--- config.mk ---
export PLATFORM = sky130hd
export DESIGN_NAME = go_back_n_sender_window_unit
export DESIGN_NICKNAME = d
export VERILOG_FILES = /design/src/hw/rtl/gbn_pkg.sv /design/src/hw/rtl/go_back_n_sender_window_unit.sv /design/src/hw/rtl/gbn_front.sv /design/src/hw/rtl/gbn_queue.sv /design/src/hw/rtl/gbn_back.sv
export SDC_FILE = /design/constraint.sdc
export NUM_CORES = 1
export LEC_CHECK = 0
export ABC_AREA = 0
export CAP_MARGIN = 20
export CORE_ASPECT_RATIO = 0.8
export CORE_MARGIN = 5
export CORE_UTILIZATION = 35
export CTS_BUF_LIST = sky130_fd_sc_hd__clkbuf_8
export CTS_CLUSTER_SIZE = 10
export DETAILED_ROUTE_END_ITERATION = 10
export DONT_BUFFER_PORTS = 1
export REMOVE_ABC_BUFFERS = 1
export SYNTH_ARGS = -nofsm -noshare
export SYNTH_HDL_FRONTEND = slang
export SYNTH_SLANG_ARGS = --single-unit
--- constraint.sdc ---
create_clock -name clk -period 5.9 [get_ports clk]
set_input_delay 0.295 -clock clk [delete_from_list [all_inputs] [get_ports clk]]
set_output_delay 0.295 -clock clk [all_outputs]
set_load 0.02 [all_outputs]
--- src/hw/rtl/gbn_pkg.sv ---
package gbn_pkg;

  // Field and register widths
  localparam int SEQ_W        = 16;
  localparam int WIN_W        = 7;
  localparam int OUT_DATA_W   = 24;

  // Most results one item may release
  localparam int MAX_RESULTS  = 64;
  localparam int MAX_WINDOW_DEF = 64;

  // Jobs buffered between front and back
  localparam int QUEUE_DEPTH  = 2;

  // Request kinds carried in in_tuser
  localparam logic REQ_START  = 1'b0;
  localparam logic REQ_ACK    = 1'b1;

  // Register indexes
  localparam logic CFG_TOTAL  = 1'b0;
  localparam logic CFG_WINDOW = 1'b1;

  // One planned burst of sequence numbers
  typedef struct packed {
    logic [SEQ_W-1:0] first;   // first sequence number to send
    logic [SEQ_W-1:0] lim_m1;  // last sequence number to send
    logic             empty;   // nothing to send, emit a status result
    logic             retx;    // burst is a retransmission
    logic             done;    // base has reached the packet total
  } job_t;

endpackage

--- src/hw/rtl/go_back_n_sender_window_unit.sv ---
// Go-Back-N sender window. Write total_packets (index 0) and window_size
// (index 1) while idle, then send a start transaction (in_tuser = 0) followed
// by acknowledgements (in_tuser = 1, ack number in in_tdata). Each input
// transaction yields the run of sequence numbers that may now go out, one per
// output transaction with tuser = 1, or a single status transaction with
// tuser = 0; tlast marks the end of each run. The front end takes an input
// transaction through four steps (capture, window update, limit, hand-off to
// the job queue); the back end loads a job and then emits its results, up
// to the window size (at most 64) per job. A two-entry job queue lets the
// front end take the next item while the back end is still emitting. Window
// sizes of 0 act as 1 and sizes above MAX_WINDOW or 64 are saturated.
module go_back_n_sender_window_unit #(
  parameter int MAX_WINDOW = gbn_pkg::MAX_WINDOW_DEF
) (
  input  logic                           clk,
  input  logic                           rst_n,
  // in_tdata: ack_num[15:0]; in_tuser: req_type[0]
  input  logic                           in_tvalid,
  output logic                           in_tready,
  input  logic [gbn_pkg::SEQ_W-1:0]      in_tdata,
  input  logic                           in_tuser,
  // out_tdata: seq_num[15:0], is_retransmit[16], all_done[17], zero[23:18]
  // out_tuser: has_packet[0]; out_tlast: last
  output logic                           out_tvalid,
  input  logic                           out_tready,
  output logic [gbn_pkg::OUT_DATA_W-1:0] out_tdata,
  output logic                           out_tuser,
  output logic                           out_tlast,
  // Register writes
  input  logic                           cfg_valid,
  output logic                           cfg_ready,
  input  logic                           cfg_index,
  input  logic [gbn_pkg::SEQ_W-1:0]      cfg_data
);

  gbn_pkg::job_t front_job, back_job;
  logic          front_valid, front_ready;
  logic          back_valid, back_ready;

  // Window bookkeeping and burst planning
  gbn_front #(
    .MAX_WINDOW (MAX_WINDOW)
  ) u_front (
    .clk       (clk),
    .rst_n     (rst_n),
    .in_tvalid (in_tvalid),
    .in_tready (in_tready),
    .in_tdata  (in_tdata),
    .in_tuser  (in_tuser),
    .cfg_valid (cfg_valid),
    .cfg_ready (cfg_ready),
    .cfg_index (cfg_index),
    .cfg_data  (cfg_data),
    .job       (front_job),
    .job_valid (front_valid),
    .job_ready (front_ready)
  );

  // Job queue
  gbn_queue u_queue (
    .clk        (clk),
    .rst_n      (rst_n),
    .push_job   (front_job),
    .push_valid (front_valid),
    .push_ready (front_ready),
    .pop_job    (back_job),
    .pop_valid  (back_valid),
    .pop_ready  (back_ready)
  );

  // Result emission
  gbn_back u_back (
    .clk        (clk),
    .rst_n      (rst_n),
    .job        (back_job),
    .job_valid  (back_valid),
    .job_ready  (back_ready),
    .out_tvalid (out_tvalid),
    .out_tready (out_tready),
    .out_tdata  (out_tdata),
    .out_tuser  (out_tuser),
    .out_tlast  (out_tlast)
  );

endmodule

--- src/hw/rtl/gbn_front.sv ---
module gbn_front #(
  parameter int MAX_WINDOW = gbn_pkg::MAX_WINDOW_DEF
) (
  input  logic                       clk,
  input  logic                       rst_n,
  input  logic                       in_tvalid,
  output logic                       in_tready,
  input  logic [gbn_pkg::SEQ_W-1:0]  in_tdata,
  input  logic                       in_tuser,
  input  logic                       cfg_valid,
  output logic                       cfg_ready,
  input  logic                       cfg_index,
  input  logic [gbn_pkg::SEQ_W-1:0]  cfg_data,
  output gbn_pkg::job_t              job,
  output logic                       job_valid,
  input  logic                       job_ready
);

  localparam int SW = gbn_pkg::SEQ_W;
  localparam int WW = gbn_pkg::WIN_W;
  localparam int WIN_CAP = (MAX_WINDOW < gbn_pkg::MAX_RESULTS) ? MAX_WINDOW
                                                               : gbn_pkg::MAX_RESULTS;
  localparam logic [WW-1:0] CAP_V = WW'(WIN_CAP);

  typedef enum logic [1:0] {ST_IDLE, ST_UPD, ST_PLAN, ST_PUSH} state_t;

  state_t        state_r, state_nxt;
  logic [SW-1:0] total_r, total_nxt;
  logic [WW-1:0] window_r, window_nxt;
  logic [SW-1:0] base_r, base_nxt;
  logic [SW-1:0] next_r, next_nxt;
  logic          req_r, req_nxt;
  logic [SW-1:0] ack_r, ack_nxt;
  logic          retx_r, retx_nxt;
  logic [SW-1:0] limit_r, limit_nxt;
  logic          done_r, done_nxt;

  logic [SW:0]   ack_inc;
  logic [SW-1:0] new_base;
  logic [WW-1:0] eff_win;
  logic [SW:0]   win_end;
  logic          burst_empty;

  assign in_tready = (state_r == ST_IDLE);
  assign cfg_ready = 1'b1;

  // Base after an ack, clamped to the total
  assign ack_inc  = {1'b0, ack_r} + (SW+1)'(1);
  assign new_base = (ack_inc > {1'b0, total_r}) ? total_r : ack_inc[SW-1:0];

  // Window size saturated to 1..cap
  always_comb begin
    if (window_r == '0) begin
      eff_win = WW'(1);
    end else if (window_r > CAP_V) begin
      eff_win = CAP_V;
    end else begin
      eff_win = window_r;
    end
  end
  assign win_end = {1'b0, base_r} + {{(SW+1-WW){1'b0}}, eff_win};

  // Job handed to the back end
  assign burst_empty = (next_r >= limit_r);
  assign job.first   = next_r;
  assign job.lim_m1  = limit_r - SW'(1);
  assign job.empty   = burst_empty;
  assign job.retx    = retx_r;
  assign job.done    = done_r;
  assign job_valid   = (state_r == ST_PUSH);

  // Next-state logic
  always_comb begin
    state_nxt  = state_r;
    total_nxt  = total_r;
    window_nxt = window_r;
    base_nxt   = base_r;
    next_nxt   = next_r;
    req_nxt    = req_r;
    ack_nxt    = ack_r;
    retx_nxt   = retx_r;
    limit_nxt  = limit_r;
    done_nxt   = done_r;

    if (cfg_valid) begin
      if (cfg_index == gbn_pkg::CFG_TOTAL) begin
        total_nxt = cfg_data;
      end else if (cfg_index == gbn_pkg::CFG_WINDOW) begin
        window_nxt = cfg_data[WW-1:0];
      end
    end

    unique case (state_r)
      ST_IDLE: begin
        if (in_tvalid) begin
          req_nxt   = in_tuser;
          ack_nxt   = in_tdata;
          state_nxt = ST_UPD;
        end
      end
      ST_UPD: begin
        if (req_r == gbn_pkg::REQ_START) begin
          base_nxt = '0;
          next_nxt = '0;
          retx_nxt = 1'b0;
        end else if (ack_r >= base_r) begin
          base_nxt = new_base;
          next_nxt = (next_r < new_base) ? new_base : next_r;
          retx_nxt = 1'b0;
        end else begin
          // Ack below the base: go back and resend the window
          next_nxt = base_r;
          retx_nxt = 1'b1;
        end
        state_nxt = ST_PLAN;
      end
      ST_PLAN: begin
        limit_nxt = (win_end > {1'b0, total_r}) ? total_r : win_end[SW-1:0];
        done_nxt  = (base_r >= total_r);
        state_nxt = ST_PUSH;
      end
      ST_PUSH: begin
        if (job_ready) begin
          next_nxt  = burst_empty ? next_r : limit_r;
          state_nxt = ST_IDLE;
        end
      end
      default: state_nxt = ST_IDLE;
    endcase
  end

  always_ff @(posedge clk) begin
    if (!rst_n) begin
      state_r  <= ST_IDLE;
      total_r  <= '0;
      window_r <= WW'(1);
      base_r   <= '0;
      next_r   <= '0;
    end else begin
      state_r  <= state_nxt;
      total_r  <= total_nxt;
      window_r <= window_nxt;
      base_r   <= base_nxt;
      next_r   <= next_nxt;
    end
    req_r   <= req_nxt;
    ack_r   <= ack_nxt;
    retx_r  <= retx_nxt;
    limit_r <= limit_nxt;
    done_r  <= done_nxt;
  end

endmodule

--- src/hw/rtl/gbn_queue.sv ---
module gbn_queue (
  input  logic          clk,
  input  logic          rst_n,
  input  gbn_pkg::job_t push_job,
  input  logic          push_valid,
  output logic          push_ready,
  output gbn_pkg::job_t pop_job,
  output logic          pop_valid,
  input  logic          pop_ready
);

  localparam int DEPTH = gbn_pkg::QUEUE_DEPTH;
  localparam int PW    = (DEPTH > 1) ? $clog2(DEPTH) : 1;
  localparam int CW    = $clog2(DEPTH + 1);

  gbn_pkg::job_t entry_r [DEPTH];
  logic [PW-1:0] wr_ptr_r, wr_ptr_nxt;
  logic [PW-1:0] rd_ptr_r, rd_ptr_nxt;
  logic [CW-1:0] count_r, count_nxt;
  logic          do_push, do_pop;

  assign push_ready = (count_r != CW'(DEPTH));
  assign pop_valid  = (count_r != '0);
  assign pop_job    = entry_r[rd_ptr_r];
  assign do_push    = push_valid && push_ready;
  assign do_pop     = pop_valid && pop_ready;

  // Pointer and fill bookkeeping
  always_comb begin
    wr_ptr_nxt = wr_ptr_r;
    rd_ptr_nxt = rd_ptr_r;
    count_nxt  = count_r;
    if (do_push) begin
      wr_ptr_nxt = (wr_ptr_r == PW'(DEPTH - 1)) ? '0 : wr_ptr_r + PW'(1);
    end
    if (do_pop) begin
      rd_ptr_nxt = (rd_ptr_r == PW'(DEPTH - 1)) ? '0 : rd_ptr_r + PW'(1);
    end
    case ({do_push, do_pop})
      2'b10:   count_nxt = count_r + CW'(1);
      2'b01:   count_nxt = count_r - CW'(1);
      default: count_nxt = count_r;
    endcase
  end

  always_ff @(posedge clk) begin
    if (!rst_n) begin
      wr_ptr_r <= '0;
      rd_ptr_r <= '0;
      count_r  <= '0;
    end else begin
      wr_ptr_r <= wr_ptr_nxt;
      rd_ptr_r <= rd_ptr_nxt;
      count_r  <= count_nxt;
    end
  end

  // Storage
  always_ff @(posedge clk) begin
    if (do_push) begin
      entry_r[wr_ptr_r] <= push_job;
    end
  end

endmodule

--- src/hw/rtl/gbn_back.sv ---
module gbn_back (
  input  logic                              clk,
  input  logic                              rst_n,
  input  gbn_pkg::job_t                     job,
  input  logic                              job_valid,
  output logic                              job_ready,
  output logic                              out_tvalid,
  input  logic                              out_tready,
  output logic [gbn_pkg::OUT_DATA_W-1:0]    out_tdata,
  output logic                              out_tuser,
  output logic                              out_tlast
);

  localparam int SW = gbn_pkg::SEQ_W;
  localparam int PAD = gbn_pkg::OUT_DATA_W - SW - 2;

  logic          active_r, active_nxt;
  logic [SW-1:0] cur_r, cur_nxt;
  logic [SW-1:0] lim_r, lim_nxt;
  logic          empty_r, empty_nxt;
  logic          retx_r, retx_nxt;
  logic          done_r, done_nxt;

  logic          ovalid_r, ovalid_nxt;
  logic [SW-1:0] oseq_r, oseq_nxt;
  logic          ohas_r, ohas_nxt;
  logic          oretx_r, oretx_nxt;
  logic          odone_r, odone_nxt;
  logic          olast_r, olast_nxt;

  logic          slot_free;
  logic          final_one;

  assign slot_free  = !ovalid_r || out_tready;
  assign final_one  = empty_r || (cur_r == lim_r);
  assign job_ready  = !active_r;

  assign out_tvalid = ovalid_r;
  assign out_tuser  = ohas_r;
  assign out_tlast  = olast_r;
  assign out_tdata  = {{PAD{1'b0}}, odone_r, oretx_r, oseq_r};

  // Burst sequencer and output register
  always_comb begin
    active_nxt = active_r;
    cur_nxt    = cur_r;
    lim_nxt    = lim_r;
    empty_nxt  = empty_r;
    retx_nxt   = retx_r;
    done_nxt   = done_r;
    ovalid_nxt = ovalid_r && !out_tready;
    oseq_nxt   = oseq_r;
    ohas_nxt   = ohas_r;
    oretx_nxt  = oretx_r;
    odone_nxt  = odone_r;
    olast_nxt  = olast_r;

    if (!active_r) begin
      if (job_valid) begin
        active_nxt = 1'b1;
        cur_nxt    = job.first;
        lim_nxt    = job.lim_m1;
        empty_nxt  = job.empty;
        retx_nxt   = job.retx;
        done_nxt   = job.done;
      end
    end else if (slot_free) begin
      ovalid_nxt = 1'b1;
      ohas_nxt   = !empty_r;
      oseq_nxt   = empty_r ? '0 : cur_r;
      oretx_nxt  = !empty_r && retx_r;
      odone_nxt  = done_r;
      olast_nxt  = final_one;
      cur_nxt    = cur_r + SW'(1);
      if (final_one) begin
        active_nxt = 1'b0;
      end
    end
  end

  always_ff @(posedge clk) begin
    if (!rst_n) begin
      active_r <= 1'b0;
      ovalid_r <= 1'b0;
    end else begin
      active_r <= active_nxt;
      ovalid_r <= ovalid_nxt;
    end
    cur_r   <= cur_nxt;
    lim_r   <= lim_nxt;
    empty_r <= empty_nxt;
    retx_r  <= retx_nxt;
    done_r  <= done_nxt;
    oseq_r  <= oseq_nxt;
    ohas_r  <= ohas_nxt;
    oretx_r <= oretx_nxt;
    odone_r <= odone_nxt;
    olast_r <= olast_nxt;
  end

endmodule

==> run_results.csv, run 1 <==
group,metric,value,unit
status,status,"finished clean",
routing,drt.antenna.violating_nets,0,
worst_setup_path,critPathArrivalTime,5860,ps
hold_path,worstHoldPathType,"input pin to flop",
sta,post-route-period-util,0.911,
power_and_ir_drop,ir_worst_vdd,0.196,mV
clock_tree,cts-htree-levels,2,
sta,total_negative_setup_slack,0,ps
sta,maxClockFrequency,0.186,GHz
worst_setup_path,critical_path.startpoint_type,"flop",
routing,initialDrtViolationCount,629,
routing,dr.pass1.iters,5,
routing,wirelength,29.8,mm
sta,slew_violations,0,
power_and_ir_drop,leakage,5.14,nW
global_routing,antenna_found_initial,0,
job,max-cap-violations,0,
routing,dr_total_vias,8553,
placed_design,place.port_buffers,0,
final_layout,antennaDiodeCount,0,
clock_tree,cts_made_buffers,36,
worst_setup_path,worstSetupEndpointType,"flop",
routing,wl_per_cell,17.9,um
floorplanning,num_rows,61,
placed_design,routabilityCongestion,0.918,
sta,final.min_clock_period,5380,ps
worst_setup_path,setup.worst_path.class,"flop to flop",
synthesis,syn-cell-area,12400,sq um
sta,relSlewSlack,0.306,
worst_setup_path,timing.critical_path.slowest_stage_cell,"sky130_fd_sc_hd__edfxtp_1",
floorplanning,die_width,221,um
clock_tree,tritoncts,"yes",
final_layout,drive_gt1_frac,0.102,
final_layout,layout.cells.most_common_list,"sky130_fd_sc_hd__edfxtp_1 (160), sky130_fd_sc_hd__ha_1 (110), sky130_fd_sc_hd__nand2_1 (96)",
clock_tree,ctsResizeCount,0,
final_layout,final_cell_count_no_fill,1667,
worst_setup_path,slowest_delay,500,ps
placed_design,dpl.hpwl,22.1,mm
synthesis,synth_enable_flop_cells,160,
synthesis,synth_seq_cells,224,
clock_tree,cts.clk_slew.worst_paths,60,ps
worst_setup_path,critPathLaunch,"u_front.ack_r[0]",
sta,timing.clock.skew,32.1,ps
sta,measured_slew_at_the_worst_slew_check_pin,1040,ps
synthesis,synth.distinct_cells,67,
routing,route.detailed.drc,0,
clock_tree,root_buffer,"sky130_fd_sc_hd__clkbuf_8",
synthesis,ys.warnings.count,0,
final_layout,mostFrequentLayoutCell,"sky130_fd_sc_hd__edfxtp_1",
synthesis,yosys_most_used_dff,"sky130_fd_sc_hd__edfxtp_1",
worst_setup_path,worst-endpoint-required,6390,ps
hold_path,hold_path.startpoint,"cfg_index",
clock_tree,clk-insertion-delay-late,560,ps
global_routing,maximum_number_of_pins_on_one_net_before_global_route_repair,65,
synthesis,post_synth.cell_area_avg,11.2,sq um
final_layout,finish.utilization,0.404,
worst_setup_path,worstPathCellList,"ha_1 -> and4_4 -> and4_4 -> xor2_1 -> ha_1 -> a21oi_1 -> o221ai_1 -> a211oi_4 -> a21oi_2 -> a31oi_4 -> buf_12 -> mux2i_1 -> ha_1 -> a211oi_1 -> nor2_1 -> o31a_1 -> a211oi_1 -> a21oi_1 -> a311oi_2 -> buf_4 -> o21ai_0 -> a31oi_1",
worst_setup_path,critPathBufInv,2,
worst_setup_path,regToRegStartpoint,"u_front.ack_r[0]",
sta,final_hold_viol_count,0,
final_layout,fillerInstances,3322,
worst_setup_path,cpLargestDelayFamily,"compound AO/OA/AOI/OAI gates",
floorplanning,io_pins,68,
floorplanning,core-area,34900,sq um
global_routing,aggregate_global_route_resource_usage,0.152,
global_routing,via_count_of_the_first_global_routing_pass,8351,
routing,drt-vias-per-instance,5.13,
worst_setup_path,critPathMostFrequentCell,"sky130_fd_sc_hd__ha_1",
synthesis,synth_async_sr_flop_share,0,
final_layout,area_delta_synth_final,13.6,%
final_layout,design.final.nets,1318,
floorplanning,fp.dieH,178,um
synthesis,share_of_synthesized_area_occupied_by_flip_flops_and_latches,0.490,
power_and_ir_drop,pwr_density_cell,416,nW/um^2
synthesis,synthCells,1111,
worst_setup_path,maximum_fanout_along_the_worst_path,32,
global_routing,overall_overflow_remaining_after_global_route,0,
floorplanning,fp.dieArea,39400,sq um
sta,rsz0062_at_grt,"false",
sta,finalSetupViolCount,0,
clock_tree,clock_sinks,224,
floorplanning,initial_utilization,0.356,
placed_design,placedCellCount,1558,
global_routing,grt_pass1_wl,46.6,mm
clock_tree,clockBufferDepth,3,
==> through the flow <==
| step | hold slack, ps | setup slack, ps | power (mW) | cell area [sq um] |
|---|---|---|---|---|
| 6_report | 71.7 | 524 | 5.87 | 14100 |
| 5_1_grt | 74.7 | 105 | 6.28 | 14100 |
| 4_1_cts | 41.7 | 303 | 5.90 | 14100 |
| 3_5_place_dp | 385 | 326 | 4.46 | 12900 |
| 3_3_place_gp | 378 | 575 | 4.42 | 12900 |
| 2_1_floorplan | 367 | 372 | 3.84 | 12200 |
==> what timing repair did <==
action                                  in CTS  in global routing
endpoints found under the hold margin       81                  0
endpoints found under the setup margin       0                 16
hold buffers                                40                  0
setup buffers                                0                  4
==> cell families (layout without fill, tap and decap cells) <==
group | after synthesis | after routing | synth area share
compound gates | 221 | 221 | 0.125
xor+xnor | 74 | 74 | 0.0522
fa+ha+maj | 111 | 111 | 0.112
buf+inv | 120 | 199 | 0.0410
flops | 224 | 224 | 0.490
mux | 66 | 66 | 0.0571
other cells | 2 | 7 | 0.000605
simple gates | 293 | 293 | 0.121
==> layer usage <==
metal | vias to the layer above | track usage | part of all wire
met4 | 0 | 0.0351 | 0.015
met2 | 242 | 0.224 | 0.42
met3 | 40 | 0.0351 | 0.065
met5 | - | 0 | 0
li1 | 4191 | - | -
met1 | 4080 | 0.227 | 0.50
==> worst reg2reg max path, stage by stage (launching register included) <==
cell	delay (ps)
sky130_fd_sc_hd__edfxtp_1	500
sky130_fd_sc_hd__ha_1	290
sky130_fd_sc_hd__and4_4	290
sky130_fd_sc_hd__and4_4	250
sky130_fd_sc_hd__xor2_1	190
sky130_fd_sc_hd__ha_1	280
sky130_fd_sc_hd__a21oi_1	180
sky130_fd_sc_hd__o221ai_1	230
sky130_fd_sc_hd__a211oi_4	320
sky130_fd_sc_hd__a21oi_2	110
sky130_fd_sc_hd__a31oi_4	180
sky130_fd_sc_hd__buf_12	170
sky130_fd_sc_hd__mux2i_1	350
sky130_fd_sc_hd__ha_1	320
sky130_fd_sc_hd__a211oi_1	210
sky130_fd_sc_hd__nor2_1	80
sky130_fd_sc_hd__o31a_1	250
sky130_fd_sc_hd__a211oi_1	210
sky130_fd_sc_hd__a21oi_1	90
sky130_fd_sc_hd__a311oi_2	240
sky130_fd_sc_hd__buf_4	310
sky130_fd_sc_hd__o21ai_0	120
sky130_fd_sc_hd__a31oi_1	150
==> Yosys cell counts, types with 3 or more instances <==
library cell / number / area share
sky130_fd_sc_hd__edfxtp_1: 160 / 0.39
sky130_fd_sc_hd__ha_1: 110 / 0.11
sky130_fd_sc_hd__nand2_1: 96 / 0.029
sky130_fd_sc_hd__inv_1: 73 / 0.022
sky130_fd_sc_hd__dfxtp_1: 64 / 0.10
sky130_fd_sc_hd__xnor2_1: 55 / 0.039
sky130_fd_sc_hd__o21ai_0: 48 / 0.019
sky130_fd_sc_hd__a21oi_1: 43 / 0.017
sky130_fd_sc_hd__nor2b_1: 38 / 0.019
sky130_fd_sc_hd__mux2_2: 36 / 0.033
sky130_fd_sc_hd__nor2_1: 34 / 0.010
sky130_fd_sc_hd__nand3_1: 32 / 0.013
sky130_fd_sc_hd__clkbuf_1: 30 / 0.0091
sky130_fd_sc_hd__a21boi_0: 27 / 0.016
sky130_fd_sc_hd__mux2i_1: 27 / 0.022
sky130_fd_sc_hd__nand4_1: 19 / 0.0096
sky130_fd_sc_hd__o21a_1: 19 / 0.011
sky130_fd_sc_hd__xor2_1: 19 / 0.013
sky130_fd_sc_hd__nor3_1: 16 / 0.0065
sky130_fd_sc_hd__and2_1: 15 / 0.0076
sky130_fd_sc_hd__nor4_1: 13 / 0.0066
sky130_fd_sc_hd__a21o_1: 12 / 0.0073
sky130_fd_sc_hd__buf_4: 11 / 0.0067
sky130_fd_sc_hd__o2bb2ai_1: 9 / 0.0063
sky130_fd_sc_hd__o41a_1: 9 / 0.0082
sky130_fd_sc_hd__a221oi_1: 7 / 0.0049
sky130_fd_sc_hd__a22oi_1: 7 / 0.0042
sky130_fd_sc_hd__and4_1: 7 / 0.0049
sky130_fd_sc_hd__a211oi_1: 6 / 0.0036
sky130_fd_sc_hd__and3_1: 6 / 0.0030
sky130_fd_sc_hd__o211ai_1: 6 / 0.0036
sky130_fd_sc_hd__nand2b_1: 5 / 0.0025
sky130_fd_sc_hd__a31oi_1: 3 / 0.0015
sky130_fd_sc_hd__and4_4: 3 / 0.0027
sky130_fd_sc_hd__mux2_1: 3 / 0.0027
sky130_fd_sc_hd__o21ai_1: 3 / 0.0012
==> final timing paths <==
check	endpoint	slack, ps	cells after the start
max	u_front.next_r[0]	520	22
min	u_front.window_r[4]	70	3
max reg2reg	u_front.next_r[0]	520	22
min reg2reg	u_back.odone_r	430	0
==> where the power goes <==
part / total (mW) / switching, mW / internal [mW]
Combinational: 1.88 / 1.09 / 0.792
Sequential: 2.60 / 0.411 / 2.19
Clock: 1.39 / 0.639 / 0.747
Total: 5.87 / 2.14 / 3.73
==> state kept, by name (all words and copies together) (netlist names), 7 cells and up, named ones only <==
register,flops
u_front.next_r,16
u_front.base_r,16
u_queue.entry_r,70
u_back.lim_r,16
u_front.total_r,16
u_front.limit_r,16
u_front.ack_r,16
u_back.oseq_r,16
u_back.cur_r,16
u_front.window_r,7
==> final cells by class <==
type                    instances  area (sq um)  area share
flip-flops and latches        224          6090       0.431
multi-input cells             772          5840       0.414
well taps                     472           591      0.0419
repair buffers                 60           581      0.0411
clock buffers                  39           537      0.0380
inverters                      74           278      0.0197
clock inverters                26           194      0.0137
Power figures use the tool's default switching activity.
==> run 2: changes to the inputs <==
Settings changed: PLACE_DENSITY set to 0.57.
==> run_results.csv, run 2 (synthesis results as in run 1) <==
group,metric,value,unit
status,status,"finished clean",
global_routing,overall_overflow_remaining_after_global_route,0,
final_layout,final_design_area_no_fill,14100,sq um
sta,final.min_clock_period,5450,ps
floorplanning,num_rows,61,
worst_setup_path,critical_path.startpoint_type,"flop",
clock_tree,root_buffer,"sky130_fd_sc_hd__clkbuf_8",
placed_design,routabilityCongestion,0.958,
clock_tree,cts.clk_slew.worst_paths,70,ps
sta,finalSetupViolCount,0,
final_layout,largest_register_ff_count,70,
sta,maxClockFrequency,0.183,GHz
hold_path,worstHoldPathType,"input pin to flop",
worst_setup_path,worstPathCellList,"and4_4 -> nand3_1 -> nor2_1 -> nand3_1 -> xnor2_1 -> ha_1 -> nand3_2 -> o221ai_1 -> a211oi_4 -> a21oi_2 -> a31oi_4 -> buf_12 -> mux2i_1 -> ha_1 -> a21oi_1 -> a21oi_1 -> o31a_1 -> a211oi_1 -> a21oi_1 -> a311oi_2 -> buf_4 -> o21ai_0 -> a21oi_1",
worst_setup_path,critPathBufInv,2,
placed_design,place_worst_setup_slack,352,ps
routing,route.detailed.drc,0,
sta,final_critical_path_setup_slack,450,ps
sta,slew_violations,0,
floorplanning,core-area,34900,sq um
final_layout,design.final.nets,1321,
sta,total_negative_setup_slack,0,ps
floorplanning,die_width,221,um
sta,timing.clock.skew,25.2,ps
placed_design,place.port_buffers,0,
clock_tree,clk-insertion-delay-late,570,ps
placed_design,dpl.hpwl,22.3,mm
routing,initialDrtViolationCount,518,
final_layout,largest-register,"u_queue.entry_r",
global_routing,maximum_number_of_pins_on_one_net_before_global_route_repair,65,
sta,measured_slew_at_the_worst_slew_check_pin,1050,ps
routing,drt.antenna.violating_nets,0,
clock_tree,ctsResizeCount,0,
clock_tree,clockBufferDepth,3,
clock_tree,tritoncts,"yes",
power_and_ir_drop,pwr_density_cell,415,nW/um^2
final_layout,fillerInstances,3350,
floorplanning,fp.dieArea,39400,sq um
routing,dr_total_vias,8444,
worst_setup_path,worstSetupEndpointType,"flop",
power_and_ir_drop,ir_worst_vdd,0.252,mV
clock_tree,cts_made_buffers,38,
worst_setup_path,slowest_delay,450,ps
final_layout,mostFrequentLayoutCell,"sky130_fd_sc_hd__edfxtp_1",
sta,post-route-period-util,0.924,
worst_setup_path,maximum_fanout_along_the_worst_path,32,
floorplanning,initial_utilization,0.356,
placed_design,placedInstanceArea,12900,sq um
worst_setup_path,critPathMostFrequentCell,"sky130_fd_sc_hd__a21oi_1",
job,max-cap-violations,0,
worst_setup_path,setup.worst_path.class,"flop to flop",
worst_setup_path,cpLargestDelayFamily,"compound AO/OA/AOI/OAI gates",
final_layout,layout.cells.most_common_list,"sky130_fd_sc_hd__edfxtp_1 (160), sky130_fd_sc_hd__ha_1 (110), sky130_fd_sc_hd__nand2_1 (96)",
final_layout,drive_gt1_frac,0.107,
routing,wirelength,30.7,mm
global_routing,grt_pass1_wl,47.7,mm
worst_setup_path,worst-endpoint-required,6390,ps
clock_tree,cts-htree-levels,2,
global_routing,antenna_found_initial,0,
final_layout,antennaDiodeCount,0,
sta,rsz0062_at_grt,"false",
routing,wl_per_cell,18.4,um
floorplanning,fp.dieH,178,um
global_routing,via_count_of_the_first_global_routing_pass,8516,
routing,dr.pass1.iters,5,
floorplanning,io_pins,68,
worst_setup_path,critPathArrivalTime,5940,ps
global_routing,aggregate_global_route_resource_usage,0.156,
sta,final_hold_viol_count,0,
final_layout,area_delta_synth_final,13.7,%
power_and_ir_drop,leakage,5.12,nW
clock_tree,clock_sinks,224,
routing,drt-vias-per-instance,5.05,
sta,relSlewSlack,0.300,
worst_setup_path,timing.critical_path.slowest_stage_cell,"sky130_fd_sc_hd__edfxtp_1",
[run 2: layout make-up]
class	count	area (sq um)	share of cell area
Timing Repair Buffer	61	596	0.0422
Clock inverter	27	164	0.0116
Inverter	74	278	0.0197
Multi-Input combinational cell	772	5840	0.414
Tap cell	472	591	0.0418
Sequential cell	224	6090	0.431
Clock buffer	41	564	0.0400
[run 2: repair_timing]
item / in CTS / in global routing
hold buffers: 43 / 0
hold endpoints to repair: 81 / 0
endpoints found under the setup margin: 0 / 16
buffers inserted: 0 / 3
[run 2: routing by layer]
metal / global-route usage / vias up / wire (um)
li1: - / 4184 / -
met4: 0.0400 / 0 / 557
met5: 0 / - / 0
met1: 0.230 / 4002 / 15600
met2: 0.230 / 217 / 12900
met3: 0.0346 / 41 / 1730
[run 2: tightest hold or removal path, delay by kind of cell]
family	cells	cell delay [ps]
AOI/OAI and AO/OA	1	60
and+or+nand+nor	2	230
[run 2: power by group]
group / internal (mW) / switching, mW
clock network: 0.698 / 0.673
logic: 0.790 / 1.10
registers: 2.19 / 0.411
total: 3.68 / 2.19
[run 2: metrics by stage]
step	instances	hold slack [ps]	power [mW]	utilization
detailed placement	1557	385	4.48	0.370
CTS	1668	54.4	5.91	0.404
global placement	1555	382	4.43	0.370
finish	1671	77.1	5.87	0.405
global route	1671	96.8	6.26	0.405
floorplan	1070	367	3.84	-
[run 2: worst paths after layout]
path | from | end | slack [ps] | depth (start not counted)
worst max-delay path | u_front.ack_r[2] | u_front.next_r[10] | 450 | 23
worst min-delay path | cfg_index | u_front.window_r[1] | 80 | 3
worst max register to register | u_front.ack_r[2] | u_front.next_r[10] | 450 | 23
worst min register to register | u_back.done_r | u_back.odone_r | 430 | 0
